--- src/rtl/uat_pkg.sv ---
// ----------------------------------------------------------------------------
// uat_pkg
// Shared codes and types of the update attempt tracker.
// ----------------------------------------------------------------------------
package uat_pkg;

  // event opcodes
  localparam logic [2:0] OP_BOOT_CHECK    = 3'd0;
  localparam logic [2:0] OP_RECEIVING     = 3'd1;
  localparam logic [2:0] OP_PROGRESS      = 3'd2;
  localparam logic [2:0] OP_VERIFYING     = 3'd3;
  localparam logic [2:0] OP_VERIFIED      = 3'd4;
  localparam logic [2:0] OP_FINALIZE_FAIL = 3'd5;
  localparam logic [2:0] OP_BOOTSEL_FAIL  = 3'd6;
  localparam logic [2:0] OP_BOOT_SELECTED = 3'd7;

  // attempt outcomes
  localparam logic [3:0] OUT_NONE          = 4'd0;
  localparam logic [3:0] OUT_PENDING       = 4'd1;
  localparam logic [3:0] OUT_APPLIED       = 4'd2;
  localparam logic [3:0] OUT_ROLLED_BACK   = 4'd3;
  localparam logic [3:0] OUT_UNEXPECTED    = 4'd4;
  localparam logic [3:0] OUT_INT_FINALIZE  = 4'd5;
  localparam logic [3:0] OUT_FINALIZE_FAIL = 4'd6;
  localparam logic [3:0] OUT_BOOTSEL_FAIL  = 4'd7;
  localparam logic [3:0] OUT_INT_UPLOAD    = 4'd8;

  // phases
  localparam logic [2:0] PH_NONE          = 3'd0;
  localparam logic [2:0] PH_RECEIVING     = 3'd1;
  localparam logic [2:0] PH_VERIFYING     = 3'd2;
  localparam logic [2:0] PH_VERIFIED      = 3'd3;
  localparam logic [2:0] PH_BOOT_SELECTED = 3'd4;

  localparam logic [7:0] CAUSE_UNKNOWN = 8'hFF;

  // register map
  localparam int unsigned PADDR_W = 3;
  localparam logic [0:0]  REG_STORAGE_READY = 1'b0;

  typedef struct packed {
    logic [2:0]         opcode;
    logic               slots_present;
    logic [31:0]        source_addr;
    logic [31:0]        target_addr;
    logic [31:0]        image_size;
    logic [31:0]        received_size;
    logic signed [31:0] error_value;
    logic               running_present;
    logic [31:0]        running_addr;
    logic [7:0]         reset_cause;
  } uat_event_t;

  typedef struct packed {
    logic [3:0]         outcome;
    logic [2:0]         phase;
    logic [31:0]        attempt;
    logic [31:0]        source;
    logic [31:0]        target;
    logic [31:0]        size;
    logic [31:0]        received;
    logic signed [31:0] error;
    logic [7:0]         reset_cause;
    logic               healthy;
  } uat_state_t;

  typedef struct packed {
    logic               accepted;
    logic [3:0]         outcome;
    logic [2:0]         phase_now;
    logic [31:0]        attempt_count;
    logic [7:0]         last_reset;
    logic signed [31:0] error_code;
    logic [31:0]        progress_bytes;
    logic               healthy;
  } uat_result_t;

endpackage

--- src/rtl/uat_evt_if.sv ---
// ----------------------------------------------------------------------------
// uat_evt_if
// Event channel: valid/ready handshake with the event fields.
// ----------------------------------------------------------------------------
interface uat_evt_if;
  logic               valid;
  logic               ready;
  logic [2:0]         opcode;
  logic               slots_present;
  logic [31:0]        source_addr;
  logic [31:0]        target_addr;
  logic [31:0]        image_size;
  logic [31:0]        received_size;
  logic signed [31:0] error_value;
  logic               running_present;
  logic [31:0]        running_addr;
  logic [7:0]         reset_cause;

  modport source (
    output valid, opcode, slots_present, source_addr, target_addr, image_size,
           received_size, error_value, running_present, running_addr, reset_cause,
    input  ready
  );
  modport sink (
    input  valid, opcode, slots_present, source_addr, target_addr, image_size,
           received_size, error_value, running_present, running_addr, reset_cause,
    output ready
  );
endinterface

--- src/rtl/uat_res_if.sv ---
// ----------------------------------------------------------------------------
// uat_res_if
// Result channel: valid/ready handshake with the tracker status fields.
// ----------------------------------------------------------------------------
interface uat_res_if;
  logic               valid;
  logic               ready;
  logic               accepted;
  logic [3:0]         outcome;
  logic [2:0]         phase_now;
  logic [31:0]        attempt_count;
  logic [7:0]         last_reset;
  logic signed [31:0] error_code;
  logic [31:0]        progress_bytes;
  logic               healthy;

  modport source (
    output valid, accepted, outcome, phase_now, attempt_count, last_reset,
           error_code, progress_bytes, healthy,
    input  ready
  );
  modport sink (
    input  valid, accepted, outcome, phase_now, attempt_count, last_reset,
           error_code, progress_bytes, healthy,
    output ready
  );
endinterface

--- src/rtl/uat_cfg_regs.sv ---
// ----------------------------------------------------------------------------
// uat_cfg_regs
// APB register file holding the storage-ready flag.
// ----------------------------------------------------------------------------
module uat_cfg_regs (
  input  logic                       clk_i,
  input  logic                       rst_ni,
  input  logic                       psel,
  input  logic                       penable,
  input  logic                       pwrite,
  input  logic [uat_pkg::PADDR_W-1:0] paddr,
  input  logic [31:0]                pwdata,
  output logic [31:0]                prdata,
  output logic                       pready,
  output logic                       storage_ready_o
);
  import uat_pkg::*;

  logic storage_ready_q;
  logic wr_en;
  logic sel_ready;

  assign pready    = 1'b1;
  assign sel_ready = (paddr[PADDR_W-1:2] == REG_STORAGE_READY);
  assign wr_en     = psel && penable && pwrite && pready && sel_ready;

  always_ff @(posedge clk_i or negedge rst_ni) begin
    if (!rst_ni) begin
      storage_ready_q <= 1'b1;
    end else if (wr_en) begin
      storage_ready_q <= pwdata[0];
    end
  end

  always_comb begin
    prdata = 32'd0;
    if (sel_ready) begin
      prdata = {31'd0, storage_ready_q};
    end
  end

  assign storage_ready_o = storage_ready_q;
endmodule

--- src/rtl/uat_event_logic.sv ---
// ----------------------------------------------------------------------------
// uat_event_logic
// Precondition checks and next tracker state for one event.
// ----------------------------------------------------------------------------
module uat_event_logic (
  input  logic                storage_ready_i,
  input  uat_pkg::uat_event_t evt_i,
  input  uat_pkg::uat_state_t st_i,
  output uat_pkg::uat_state_t st_o,
  output logic                accepted_o
);
  import uat_pkg::*;

  logic        pending;
  logic        start_ok;
  logic        same_attempt;
  logic [31:0] attempt_inc;
  logic        ok;

  assign pending      = (st_i.outcome == OUT_PENDING);
  assign start_ok     = evt_i.slots_present && (evt_i.image_size != 32'd0);
  assign same_attempt = (st_i.source == evt_i.source_addr) &&
                        (st_i.target == evt_i.target_addr) &&
                        (st_i.size == evt_i.image_size);
  // counter skips zero on wrap
  assign attempt_inc  = (st_i.attempt == 32'hFFFF_FFFF) ? 32'd1 : st_i.attempt + 32'd1;

  always_comb begin
    st_o = st_i;
    ok   = 1'b0;
    if (storage_ready_i) begin
      case (evt_i.opcode)
        OP_BOOT_CHECK: begin
          ok = 1'b1;
          if (pending && evt_i.running_present) begin
            st_o.reset_cause = evt_i.reset_cause;
            if (evt_i.running_addr == st_i.target) begin
              st_o.outcome = OUT_APPLIED;
            end else if (evt_i.running_addr == st_i.source) begin
              if (st_i.phase == PH_BOOT_SELECTED) begin
                st_o.outcome = OUT_ROLLED_BACK;
              end else if (st_i.phase == PH_RECEIVING) begin
                st_o.outcome = OUT_INT_UPLOAD;
              end else begin
                st_o.outcome = OUT_INT_FINALIZE;
              end
            end else begin
              st_o.outcome = OUT_UNEXPECTED;
            end
          end
        end
        OP_RECEIVING: begin
          if (start_ok) begin
            ok                = 1'b1;
            st_o.attempt      = attempt_inc;
            st_o.outcome      = OUT_PENDING;
            st_o.phase        = PH_RECEIVING;
            st_o.source       = evt_i.source_addr;
            st_o.target       = evt_i.target_addr;
            st_o.size         = evt_i.image_size;
            st_o.error        = 32'sd0;
            st_o.reset_cause  = CAUSE_UNKNOWN;
            st_o.received     = 32'd0;
          end
        end
        OP_PROGRESS: begin
          if (pending && (st_i.phase == PH_RECEIVING) && (evt_i.received_size <= st_i.size)) begin
            ok            = 1'b1;
            st_o.received = evt_i.received_size;
          end
        end
        OP_VERIFYING: begin
          if (start_ok) begin
            ok = 1'b1;
            if (!(pending && (st_i.phase == PH_RECEIVING) && same_attempt)) begin
              st_o.attempt = attempt_inc;
            end
            st_o.outcome     = OUT_PENDING;
            st_o.phase       = PH_VERIFYING;
            st_o.source      = evt_i.source_addr;
            st_o.target      = evt_i.target_addr;
            st_o.size        = evt_i.image_size;
            st_o.error       = 32'sd0;
            st_o.reset_cause = CAUSE_UNKNOWN;
            st_o.received    = evt_i.image_size;
          end
        end
        OP_VERIFIED: begin
          if (pending && (st_i.phase == PH_VERIFYING)) begin
            ok         = 1'b1;
            st_o.phase = PH_VERIFIED;
          end
        end
        OP_FINALIZE_FAIL: begin
          if (pending && (st_i.phase == PH_VERIFYING)) begin
            ok           = 1'b1;
            st_o.outcome = OUT_FINALIZE_FAIL;
            st_o.error   = evt_i.error_value;
          end
        end
        OP_BOOTSEL_FAIL: begin
          if (pending && (st_i.phase == PH_VERIFIED)) begin
            ok           = 1'b1;
            st_o.outcome = OUT_BOOTSEL_FAIL;
            st_o.error   = evt_i.error_value;
          end
        end
        OP_BOOT_SELECTED: begin
          if (start_ok) begin
            ok = 1'b1;
            if (!(pending && ((st_i.phase == PH_VERIFYING) || (st_i.phase == PH_VERIFIED)) &&
                  same_attempt)) begin
              st_o.attempt = attempt_inc;
            end
            // reset cause is kept here
            st_o.outcome  = OUT_PENDING;
            st_o.phase    = PH_BOOT_SELECTED;
            st_o.source   = evt_i.source_addr;
            st_o.target   = evt_i.target_addr;
            st_o.size     = evt_i.image_size;
            st_o.error    = 32'sd0;
            st_o.received = evt_i.image_size;
          end
        end
        default: begin
          ok = 1'b0;
        end
      endcase
    end
    st_o.healthy = ok;
  end

  assign accepted_o = ok;
endmodule

--- src/rtl/update_attempt_tracker.sv ---
// ----------------------------------------------------------------------------
// update_attempt_tracker
// Follows a firmware-update attempt through its phases, one event per item.
//
//   channel  | dir | handshake           | payload
//   evt_i    | in  | valid/ready         | opcode, slots, addresses, sizes, error
//   res_o    | out | valid/ready         | accepted, outcome, phase, counters
//   apb      | in  | psel/penable/pready | storage_ready at byte address 0
//
// An event is registered on acceptance and evaluated against the tracker
// state once the result slot is free or draining; state and result register
// update together. The result is registered after the event register; one
// event per cycle is sustained while the receiver takes results. The input
// stage keeps accepting while a result waits, until both stages hold an item.
// Reset clears the state to no attempt, reset cause unknown, healthy set.
// ----------------------------------------------------------------------------
module update_attempt_tracker (
  input  logic                        clk_i,
  input  logic                        rst_ni,
  uat_evt_if.sink                     evt_i,
  uat_res_if.source                   res_o,
  input  logic                        psel,
  input  logic                        penable,
  input  logic                        pwrite,
  input  logic [uat_pkg::PADDR_W-1:0] paddr,
  input  logic [31:0]                 pwdata,
  output logic [31:0]                 prdata,
  output logic                        pready
);
  import uat_pkg::*;

  logic        storage_ready;
  uat_event_t  evt_d, evt_q;
  logic        evt_vld_q;
  uat_state_t  st_q, st_d;
  uat_result_t res_d, res_q;
  logic        res_vld_q;
  logic        accepted;
  logic        adv;
  logic        take;

  uat_cfg_regs u_cfg (
    .clk_i           (clk_i),
    .rst_ni          (rst_ni),
    .psel            (psel),
    .penable         (penable),
    .pwrite          (pwrite),
    .paddr           (paddr),
    .pwdata          (pwdata),
    .prdata          (prdata),
    .pready          (pready),
    .storage_ready_o (storage_ready)
  );

  uat_event_logic u_logic (
    .storage_ready_i (storage_ready),
    .evt_i           (evt_q),
    .st_i            (st_q),
    .st_o            (st_d),
    .accepted_o      (accepted)
  );

  // evaluate when the result slot is free or being drained
  assign adv         = evt_vld_q && (!res_vld_q || res_o.ready);
  assign evt_i.ready = !evt_vld_q || adv;
  assign take        = evt_i.valid && evt_i.ready;

  always_comb begin
    evt_d.opcode          = evt_i.opcode;
    evt_d.slots_present   = evt_i.slots_present;
    evt_d.source_addr     = evt_i.source_addr;
    evt_d.target_addr     = evt_i.target_addr;
    evt_d.image_size      = evt_i.image_size;
    evt_d.received_size   = evt_i.received_size;
    evt_d.error_value     = evt_i.error_value;
    evt_d.running_present = evt_i.running_present;
    evt_d.running_addr    = evt_i.running_addr;
    evt_d.reset_cause     = evt_i.reset_cause;

    res_d.accepted       = accepted;
    res_d.outcome        = st_d.outcome;
    res_d.phase_now      = st_d.phase;
    res_d.attempt_count  = st_d.attempt;
    res_d.last_reset     = st_d.reset_cause;
    res_d.error_code     = st_d.error;
    res_d.progress_bytes = st_d.received;
    res_d.healthy        = st_d.healthy;
  end

  always_ff @(posedge clk_i or negedge rst_ni) begin
    if (!rst_ni) begin
      evt_vld_q <= 1'b0;
    end else if (evt_i.ready) begin
      evt_vld_q <= evt_i.valid;
    end
  end

  always_ff @(posedge clk_i) begin
    if (take) begin
      evt_q <= evt_d;
    end
  end

  always_ff @(posedge clk_i or negedge rst_ni) begin
    if (!rst_ni) begin
      st_q.outcome     <= OUT_NONE;
      st_q.phase       <= PH_NONE;
      st_q.attempt     <= 32'd0;
      st_q.source      <= 32'd0;
      st_q.target      <= 32'd0;
      st_q.size        <= 32'd0;
      st_q.received    <= 32'd0;
      st_q.error       <= 32'sd0;
      st_q.reset_cause <= CAUSE_UNKNOWN;
      st_q.healthy     <= 1'b1;
    end else if (adv) begin
      st_q <= st_d;
    end
  end

  always_ff @(posedge clk_i or negedge rst_ni) begin
    if (!rst_ni) begin
      res_vld_q <= 1'b0;
    end else if (adv) begin
      res_vld_q <= 1'b1;
    end else if (res_o.ready) begin
      res_vld_q <= 1'b0;
    end
  end

  always_ff @(posedge clk_i) begin
    if (adv) begin
      res_q <= res_d;
    end
  end

  assign res_o.valid          = res_vld_q;
  assign res_o.accepted       = res_q.accepted;
  assign res_o.outcome        = res_q.outcome;
  assign res_o.phase_now      = res_q.phase_now;
  assign res_o.attempt_count  = res_q.attempt_count;
  assign res_o.last_reset     = res_q.last_reset;
  assign res_o.error_code     = res_q.error_code;
  assign res_o.progress_bytes = res_q.progress_bytes;
  assign res_o.healthy        = res_q.healthy;

  // healthy always mirrors the acceptance of the latest event
  a_healthy_matches : assert property (@(posedge clk_i) disable iff (!rst_ni)
    res_vld_q |-> (res_q.healthy == res_q.accepted))
    else $error("healthy differs from accepted");

  // a rejected event leaves the attempt record untouched
  a_reject_holds : assert property (@(posedge clk_i) disable iff (!rst_ni)
    (adv && !accepted) |=> ((st_q.outcome == $past(st_q.outcome)) &&
                            (st_q.phase == $past(st_q.phase)) &&
                            (st_q.attempt == $past(st_q.attempt))))
    else $error("rejected event changed state");

  // with the store closed nothing is accepted
  a_store_closed : assert property (@(posedge clk_i) disable iff (!rst_ni)
    (adv && !storage_ready) |=> (res_vld_q && !res_q.accepted))
    else $error("event accepted while store closed");

  // once an attempt has started the counter never returns to zero
  a_attempt_nonzero : assert property (@(posedge clk_i) disable iff (!rst_ni)
    (st_q.attempt != 32'd0) |=> (st_q.attempt != 32'd0))
    else $error("attempt counter returned to zero");
endmodule

--- src/flat_wrapper.sv ---
// flat-port wrapper written by rule: the top's interface ports become plain ports
module update_attempt_tracker_flat import uat_pkg::*;
  (clk_i, rst_ni, psel, penable, pwrite, paddr, pwdata, prdata, pready, evt_i_valid, evt_i_opcode, evt_i_slots_present, evt_i_source_addr, evt_i_target_addr, evt_i_image_size, evt_i_received_size, evt_i_error_value, evt_i_running_present, evt_i_running_addr, evt_i_reset_cause, evt_i_ready, res_o_valid, res_o_accepted, res_o_outcome, res_o_phase_now, res_o_attempt_count, res_o_last_reset, res_o_error_code, res_o_progress_bytes, res_o_healthy, res_o_ready);
  uat_evt_if evt_i_i ();
  uat_res_if res_o_i ();
  input  logic clk_i;
  input  logic rst_ni;
  input  logic psel;
  input  logic penable;
  input  logic pwrite;
  input  logic [uat_pkg::PADDR_W-1:0] paddr;
  input  logic [31:0] pwdata;
  output logic [31:0] prdata;
  output logic pready;
  input wire logic [$bits(evt_i_i.valid)-1:0] evt_i_valid;
  input wire logic [$bits(evt_i_i.opcode)-1:0] evt_i_opcode;
  input wire logic [$bits(evt_i_i.slots_present)-1:0] evt_i_slots_present;
  input wire logic [$bits(evt_i_i.source_addr)-1:0] evt_i_source_addr;
  input wire logic [$bits(evt_i_i.target_addr)-1:0] evt_i_target_addr;
  input wire logic [$bits(evt_i_i.image_size)-1:0] evt_i_image_size;
  input wire logic [$bits(evt_i_i.received_size)-1:0] evt_i_received_size;
  input wire logic [$bits(evt_i_i.error_value)-1:0] evt_i_error_value;
  input wire logic [$bits(evt_i_i.running_present)-1:0] evt_i_running_present;
  input wire logic [$bits(evt_i_i.running_addr)-1:0] evt_i_running_addr;
  input wire logic [$bits(evt_i_i.reset_cause)-1:0] evt_i_reset_cause;
  output wire logic [$bits(evt_i_i.ready)-1:0] evt_i_ready;
  output wire logic [$bits(res_o_i.valid)-1:0] res_o_valid;
  output wire logic [$bits(res_o_i.accepted)-1:0] res_o_accepted;
  output wire logic [$bits(res_o_i.outcome)-1:0] res_o_outcome;
  output wire logic [$bits(res_o_i.phase_now)-1:0] res_o_phase_now;
  output wire logic [$bits(res_o_i.attempt_count)-1:0] res_o_attempt_count;
  output wire logic [$bits(res_o_i.last_reset)-1:0] res_o_last_reset;
  output wire logic [$bits(res_o_i.error_code)-1:0] res_o_error_code;
  output wire logic [$bits(res_o_i.progress_bytes)-1:0] res_o_progress_bytes;
  output wire logic [$bits(res_o_i.healthy)-1:0] res_o_healthy;
  input wire logic [$bits(res_o_i.ready)-1:0] res_o_ready;
  assign evt_i_i.valid = evt_i_valid;
  assign evt_i_i.opcode = evt_i_opcode;
  assign evt_i_i.slots_present = evt_i_slots_present;
  assign evt_i_i.source_addr = evt_i_source_addr;
  assign evt_i_i.target_addr = evt_i_target_addr;
  assign evt_i_i.image_size = evt_i_image_size;
  assign evt_i_i.received_size = evt_i_received_size;
  assign evt_i_i.error_value = evt_i_error_value;
  assign evt_i_i.running_present = evt_i_running_present;
  assign evt_i_i.running_addr = evt_i_running_addr;
  assign evt_i_i.reset_cause = evt_i_reset_cause;
  assign evt_i_ready = evt_i_i.ready;
  assign res_o_valid = res_o_i.valid;
  assign res_o_accepted = res_o_i.accepted;
  assign res_o_outcome = res_o_i.outcome;
  assign res_o_phase_now = res_o_i.phase_now;
  assign res_o_attempt_count = res_o_i.attempt_count;
  assign res_o_last_reset = res_o_i.last_reset;
  assign res_o_error_code = res_o_i.error_code;
  assign res_o_progress_bytes = res_o_i.progress_bytes;
  assign res_o_healthy = res_o_i.healthy;
  assign res_o_i.ready = res_o_ready;
  update_attempt_tracker u_core (.clk_i(clk_i), .rst_ni(rst_ni), .evt_i(evt_i_i), .res_o(res_o_i), .psel(psel), .penable(penable), .pwrite(pwrite), .paddr(paddr), .pwdata(pwdata), .prdata(prdata), .pready(pready));
endmodule
--- config.mk ---
export PLATFORM = sky130hd
export DESIGN_NAME = update_attempt_tracker_flat
export DESIGN_NICKNAME = d
export VERILOG_FILES = /design/src/rtl/uat_pkg.sv /design/src/rtl/uat_evt_if.sv /design/src/rtl/uat_res_if.sv /design/src/rtl/uat_cfg_regs.sv /design/src/rtl/uat_event_logic.sv /design/src/rtl/update_attempt_tracker.sv /design/src/flat_wrapper.sv
export SDC_FILE = /design/constraint.sdc
export NUM_CORES = 1
export LEC_CHECK = 0
export BUFFER_PORTS_ARGS = -buffer_cell sky130_fd_sc_hd__buf_2
export CAP_MARGIN = 20
export CELL_PAD_IN_SITES_DETAIL_PLACEMENT = 1
export CELL_PAD_IN_SITES_GLOBAL_PLACEMENT = 1
export CORE_ASPECT_RATIO = 0.9
export CORE_MARGIN = 8
export CORE_UTILIZATION = 41
export CTS_CLUSTER_DIAMETER = 100
export DETAILED_ROUTE_END_ITERATION = 10
export PLACE_DENSITY_LB_ADDON = 0.1
export SYNTH_ARGS = -nofsm -noshare
export SYNTH_HDL_FRONTEND = slang
export SYNTH_SLANG_ARGS = --single-unit
--- constraint.sdc ---
create_clock -name clk_i -period 5.3 [get_ports clk_i]
set_input_delay 0.53 -clock clk_i [delete_from_list [all_inputs] [get_ports clk_i]]
set_output_delay 0.53 -clock clk_i [all_outputs]
set_load 0.01 [all_outputs]
# [Word-level counts from Yosys, hierarchy flattened]
# Index checks and enable logic that the tools add are counted.
[totals] reg_bits=527 in_bits=247 output_inout_bits=148 elab_cells=114
[classes] addsub=1 magnitude_cmp=1 eq_ne=21 n_mux=33 n_bitwise=1 reduce_logical=28
[ops] op="2-to-1 mux 207 bit" count=3
[ops] op="one-hot mux 128 bit (3 select lines)" count=1
[ops] op="2-to-1 mux 199 bit" count=1
[ops] op="2-to-1 mux 32 bit" count=6
[ops] op="equality test 32 bit" count=5
[ops] op="one-hot mux 32 bit (5 select lines)" count=1
[ops] op="one-hot mux 32 bit (4 select lines)" count=1
[ops] op="adder 32 x 1 -> 32 bit (second input constant)" count=1
[ops] op="equality test 32 bit (second input constant)" count=1
[ops] op="less-or-equal comparator 32 bit" count=1
[ops] op="nonzero test 32 bit" count=1
[ops] op="2-to-1 mux 4 bit" count=7
[ops] op="one-hot mux 4 bit (6 select lines)" count=1
[ops] op="one-hot mux 8 bit (3 select lines)" count=1
[ops] op="logical AND 1 bit" count=16
[ops] op="equality test 3 bit (second input constant)" count=5
[ops] op="equality test 3 x 2 -> 1 bit (second input constant)" count=4
[ops] op="one-hot mux 3 bit (4 select lines)" count=1
[ops] op="2-to-1 mux 8 bit" count=1
[ops] op="2-to-1 mux 1 bit" count=7
[ops] op="equality test 3 x 1 -> 1 bit (second input constant)" count=2
[ops] op="inequality test 2 bit (second input constant)" count=3
[ops] op="AND reduction 6 bit" count=1
[ops] op="one-hot mux 1 bit (5 select lines)" count=1
[ops] op="other kinds (10)" count=13

# [Depth between registers and ports, before layout]
[depth] ltp_word=8 ltp_mapped=12 ltp_nobuf=10

# [By module]
# From an unflattened synthesis, not the netlist that was laid out.
[hier_totals] cells_unflattened=1723 hier_area_um2=24404.7
[modules_own_cells] mod="update_attempt_tracker" n_inst=1 cells_per_inst=765 area_per_inst_um2=17389.2 seq_area_each_um2=14815.5
[modules_own_cells] mod="uat_event_logic" n_inst=1 cells_per_inst=920 area_per_inst_um2=6712.7 seq_area_each_um2=0.0
[modules_own_cells] mod="uat_cfg_regs" n_inst=1 cells_per_inst=38 area_per_inst_um2=302.8 seq_area_each_um2=26.3

# [Worst setup path before layout]
# Ideal clock, no wire load.
[synth_path] kind="input-to-reg" start="in res_o_ready" end="reg u_core.evt_q[0] (netlist name), enable pin" setup_ps=591 t_arrival_ps=5423 required_time_ps=4709 setup_slack_ps=-714 path_stages=2 cell_sequence="nand3b_1 -> and2_1"
[synth_between] elab_chain_len=4
[synth_rtl] item="from (decl)" line="flat_wrapper.sv:36" source="input wire logic [$bits(res_o_i.ready)-1:0] res_o_ready;"
[synth_rtl] item="logical OR 1 bit" line="update_attempt_tracker.sv:64" source="assign adv = evt_vld_q && (!res_vld_q || res_o.ready);"
[synth_rtl] item="logical AND 1 bit" line="update_attempt_tracker.sv:64"
[synth_rtl] item="logical OR 1 bit" line="update_attempt_tracker.sv:65" source="assign evt_i.ready = !evt_vld_q || adv;"
[synth_rtl] item="logical AND 1 bit" line="update_attempt_tracker.sv:66" source="assign take = evt_i.valid && evt_i.ready;"
[synth_rtl] item="net u_core.take" line="update_attempt_tracker.sv:40" source="logic take;"
[synth_rtl] item="to (signal assigned)" line="update_attempt_tracker.sv:100" source="evt_q <= evt_d;"
[synth_rtl] item="to (decl)" line="update_attempt_tracker.sv:33" source="uat_event_t evt_d, evt_q;"
# The timed path passes the listed nets, and every way through them passes these cells.
# A chain may end at the register's enable or synchronous reset.

==> summary by stage <==
Clock tree
Clock-pin slew was measured on the worst setup and hold paths at 0.06 ns. The number of buffers inserted for hold repair after clock tree synthesis is 1. The number of setup buffers added after CTS is 0. The CTS buffer count is 55.

The clock tree synthesis step divided the H-tree into 2 levels. The clock insertion delay at the later pin of the skew report is 0.61 ns. Gates resized during post-CTS repair numbered 0.

The library cell used as clock root buffer is clkbuf_16. The CTS tree is done. CTS saw 527 sinks. The clock passes through at most 3 buffers.

Flow run
The number of maximum-capacitance constraint violations is 0.

Critical path
The launch instance of the worst register-to-register path is u_core.evt_q[105]$_DFFE_PP_. The endpoint type of the worst setup path is a flop. In this design, the stage delay of the slowest critical-path cell is 0.69 ns. The critical path goes through xor2_1, nor4_1, nand4_1, or2_2, o41ai_4, o21ai_1, a211o_1, a221o_1. The worst reg2reg path endpoint is u_core.res_o.attempt_count[5]$_DFFE_PP_. Tracing the worst setup path back leads to its startpoint at u_core.evt_q[105]$_DFFE_PP_.

Setup slack on the worst reg-to-reg path comes out at 1.26 ns. The worst setup path endpoint is u_core.res_o.attempt_count[5]$_DFFE_PP_. STA puts the critical path data arrival time at 4.38 ns. At the worst endpoint, the required time is 5.64 ns. Counting cells, the worst reg-to-reg path comes to 8. The cell with the largest stage delay on the worst path is o41ai_4. STA classifies the critical path startpoint as a flop.

The setup path with the least slack is of type flop to flop. The highest fanout seen on the critical path is 9.

Power
Net switching is 30.0% of the power. The combinational share of power is 20.7%. The analysis attributes to cell leakage a power of 11.5 nW. The relative contribution of the clock network to total power is 32.9%. The total power per unit cell area is 443 nW/um2. The switching power of the nets is 3.74 mW. The design draws 12.5 mW.

The worst vdd rail ir drop is 0.295 mV. In this run, flip-flops and latches consume 46.4% of the power. The internal power of the cells totals 8.71 mW.

Drt
The via count is 16800. The residual DRC count is 0. For this run, the detailed router's first-pass iteration total came to 5. The mean number of vias per cell is 5.49.

The total wirelength of the detailed-routed design is 73100 um. The average wire length per cell after detail routing is 23.9 um. The number of design-rule violations left by the first detailed-router iteration is 1024. The number of nets with antenna violations after detailed routing is 0.

STA
The final critical path time including I/O delays and setup is 4.04 ns. For the final routed database, the setup TNS stands at 0 ns. In this run the tightest slew margin relative to its limit is 31.2%.

For this run, the top clock speed supported by timing is 0.247 GHz. The tightest hold path in the finished design has a slack of 0.0871 ns. Setup violations remaining at the end of the flow were counted as 0. The setup slack of the critical path after layout is 1.26 ns. The count of endpoints failing hold in the final timing report is 0. The post-route clock period utilization is 76.3%.

Setup repair after global routing left no endpoint under its margin. The count of final max-slew check failures is 0. At the pin with the least slew margin, the transition time is 1.02 ns.

The setup clock skew after layout is 0.0246 ns.

Logic synthesis
The number of cells produced by synthesis is 1914. The cell area that synthesis handed to floorplanning was 23700 um2. Yosys instantiated no cell more often than edfxtp_1. The number of synthesized flops with an enable pin is 317. The fraction of synthesis flops using an asynchronous set or reset pin is 39.8%. Summed over its instances, the top area cell type makes up 40.1% of the synthesized netlist area. The average instance area after synthesis is 12.4 um2. After synthesis, the netlist uses 78 different library cells.

The cell taking the most area after synthesis is edfxtp_1. The total number of yosys warnings is 0. By area the synthesized netlist is led by edfxtp_1 (40%), dfrtp_1 (21%), mux2_2 (4.9%), nand2_1 (4.0%), xnor2_1 (3.2%). The number of synthesized register bits is 527. The commonest cells after synthesis are edfxtp_1 (317), nand2_1 (255), dfrtp_1 (201). In the synthesized netlist the dominant register cell turns out to be edfxtp_1.

After synthesis, flip-flops and latches occupy 62.3% of the total area.

Cells and area
Relative to the synthesized area, the layout overhead comes to 18.4%. The sequential standard cell area is 14800 um2. After the flow finishes, the layout carries non-filler instances totaling 3055. The fraction of layout instances using a drive strength above 1 is 25.8%. Fill cells in the final layout number 6014. The area of combinational cells with multiple inputs is 8240 um2. The net count reported at finish is 2520.

GRT
The number of antenna violations at the first check in global routing is 3. The largest net degree at the start of global routing is 114. The global-route wire length before repair is 112000 um. The number of global-route vias before repair is 18300.

Global routing finished with a remaining overflow of 0. The global router's overall resource usage is 21.7%.

Floorplan
From left edge to right edge, the die measures 270 um. The core region area is 57100 um2. Measured along the y axis, the die boundary spans 244 um. The initial cell density of the core is 41.6%. After floorplanning, the core was divided into 83 placement rows. The floorplan die area is 65900 um2. 395 I/O pins were placed.

Placement
The total of buffers placed on input and output ports is 329. The worst setup timing slack at the placement stage is 1.26 ns. The sum of net half-perimeters after detailed placement is 51900 um. Counting tap cells, the placed design contains a total of 2947 instances. At the end of routability-driven placement, the weighted congestion stood at 0.841.

Min path
In this run the worst hold path is classified as input pin to flop.

Outcome
The run finished with clean final reports.
==> registers in the layout (all words and copies together), names as in the netlist, 3 cells and up <==
| signal | cells |
|---|---|
| u_core.res_o.last_reset | 8 |
| u_core.res_o.error_code | 32 |
| u_core.res_o.outcome | 4 |
| u_core.evt_q | 205 |
| u_core.st_q | 207 |
| u_core.res_o.progress_bytes | 32 |
| u_core.res_o.attempt_count | 32 |
| u_core.res_o.phase_now | 3 |
==> critical path: cells and delay by family (launching register included) <==
| family | cells | cell delay (ns) |
|---|---|---|
| xor gates and xnor gates | 1 | 0.23 |
| AOI/OAI and AO/OA | 4 | 1.60 |
| and+or+nand+nor | 3 | 1.45 |
| DFF | 1 | 0.48 |
==> layer usage <==
| metal | track usage, % | wire length (um) |
|---|---|---|
| met3 | 3.90 | 3560 |
| met5 | 0 | 0 |
| met1 | 28.0 | 31200 |
| met2 | 37.3 | 36500 |
| met4 | 6.25 | 1830 |
==> final cells by class <==
cell class / instances / share of cell area (%)
sequential: 527 / 52.6
multi-input combinational: 1222 / 29.3
timing repair buffer: 360 / 6.86
clock buffer: 70 / 5.27
tap: 765 / 3.40
clock inverter: 34 / 1.52
inverter: 74 / 1.01
antenna: 3 / 0.0267
==> stage by stage <==
step	area (um2)	util, %
6_report	28100	49.2
5_1_grt	28100	49.2
4_1_cts	28100	49.2
3_5_place_dp	26200	45.8
3_3_place_gp	26200	45.8
2_1_floorplan	23900	-
==> worst min path at each step <==
| stage | startpoint | endpoint | slack, ns | depth (start not counted) |
|---|---|---|---|---|
| 6_report | evt_i_target_addr[17] | u_core.evt_q[154]$_DFFE_PP_ | 0.09 | 1 |
| 5_1_grt | evt_i_target_addr[17] | u_core.evt_q[154]$_DFFE_PP_ | 0.05 | 1 |
| 4_1_cts | evt_i_target_addr[17] | u_core.evt_q[154]$_DFFE_PP_ | 0.04 | 1 |
| 3_5_place_dp | u_core.st_q[9]$_DFFE_PN0P_ | u_core.st_q[9]$_DFFE_PN0P_ | 0.47 | 2 |
| 3_3_place_gp | u_core.st_q[14]$_DFFE_PN0P_ | u_core.st_q[14]$_DFFE_PN0P_ | 0.46 | 2 |
| 2_1_floorplan | rst_ni | u_core.evt_vld_q$_DFFE_PN0N_ | 0.23 | 0 |
==> cells in the final DEF (no fill, tap or decap), types with 32 or more instances in the layout <==
master	instances
inv_1	73
nor2_1	82
ha_1	33
xor2_1	81
clkbuf_16	55
nand3_1	40
conb_1	32
mux2_2	103
nor3_1	54
a22o_1	34
buf_2	328
dfrtp_1	201
o21ai_0	57
edfxtp_1	317
a221o_1	39
nand4_1	43
xnor2_1	86
nand2_1	253
a21oi_1	38
nor4_1	36
o221ai_1	35
==> power groups by stage <==
stage | Clock, mW | Sequential (mW) | Combinational (mW)
2_1_floorplan | 0 | 5.72 | 1.67
3_3_place_gp | 0 | 5.80 | 2.51
3_5_place_dp | 0 | 5.85 | 2.59
4_1_cts | 4.20 | 5.78 | 2.61
5_1_grt | 4.35 | 5.87 | 2.83
6_report | 4.10 | 5.78 | 2.57
==> cells by family after synthesis <==
family,count (synthesis),share of synthesized area (%)
AO/OA/AOI/OAI,303,9.49
XOR/XNOR,167,6.16
adder cells (fa/ha/maj),33,1.74
buffers and inverters,195,3.68
flip-flops,527,62.3
multiplexers,107,5.05
other,2,0.0316
AND/OR/NAND/NOR,580,11.6
Note: power is estimated with default switching activity, not from simulation.
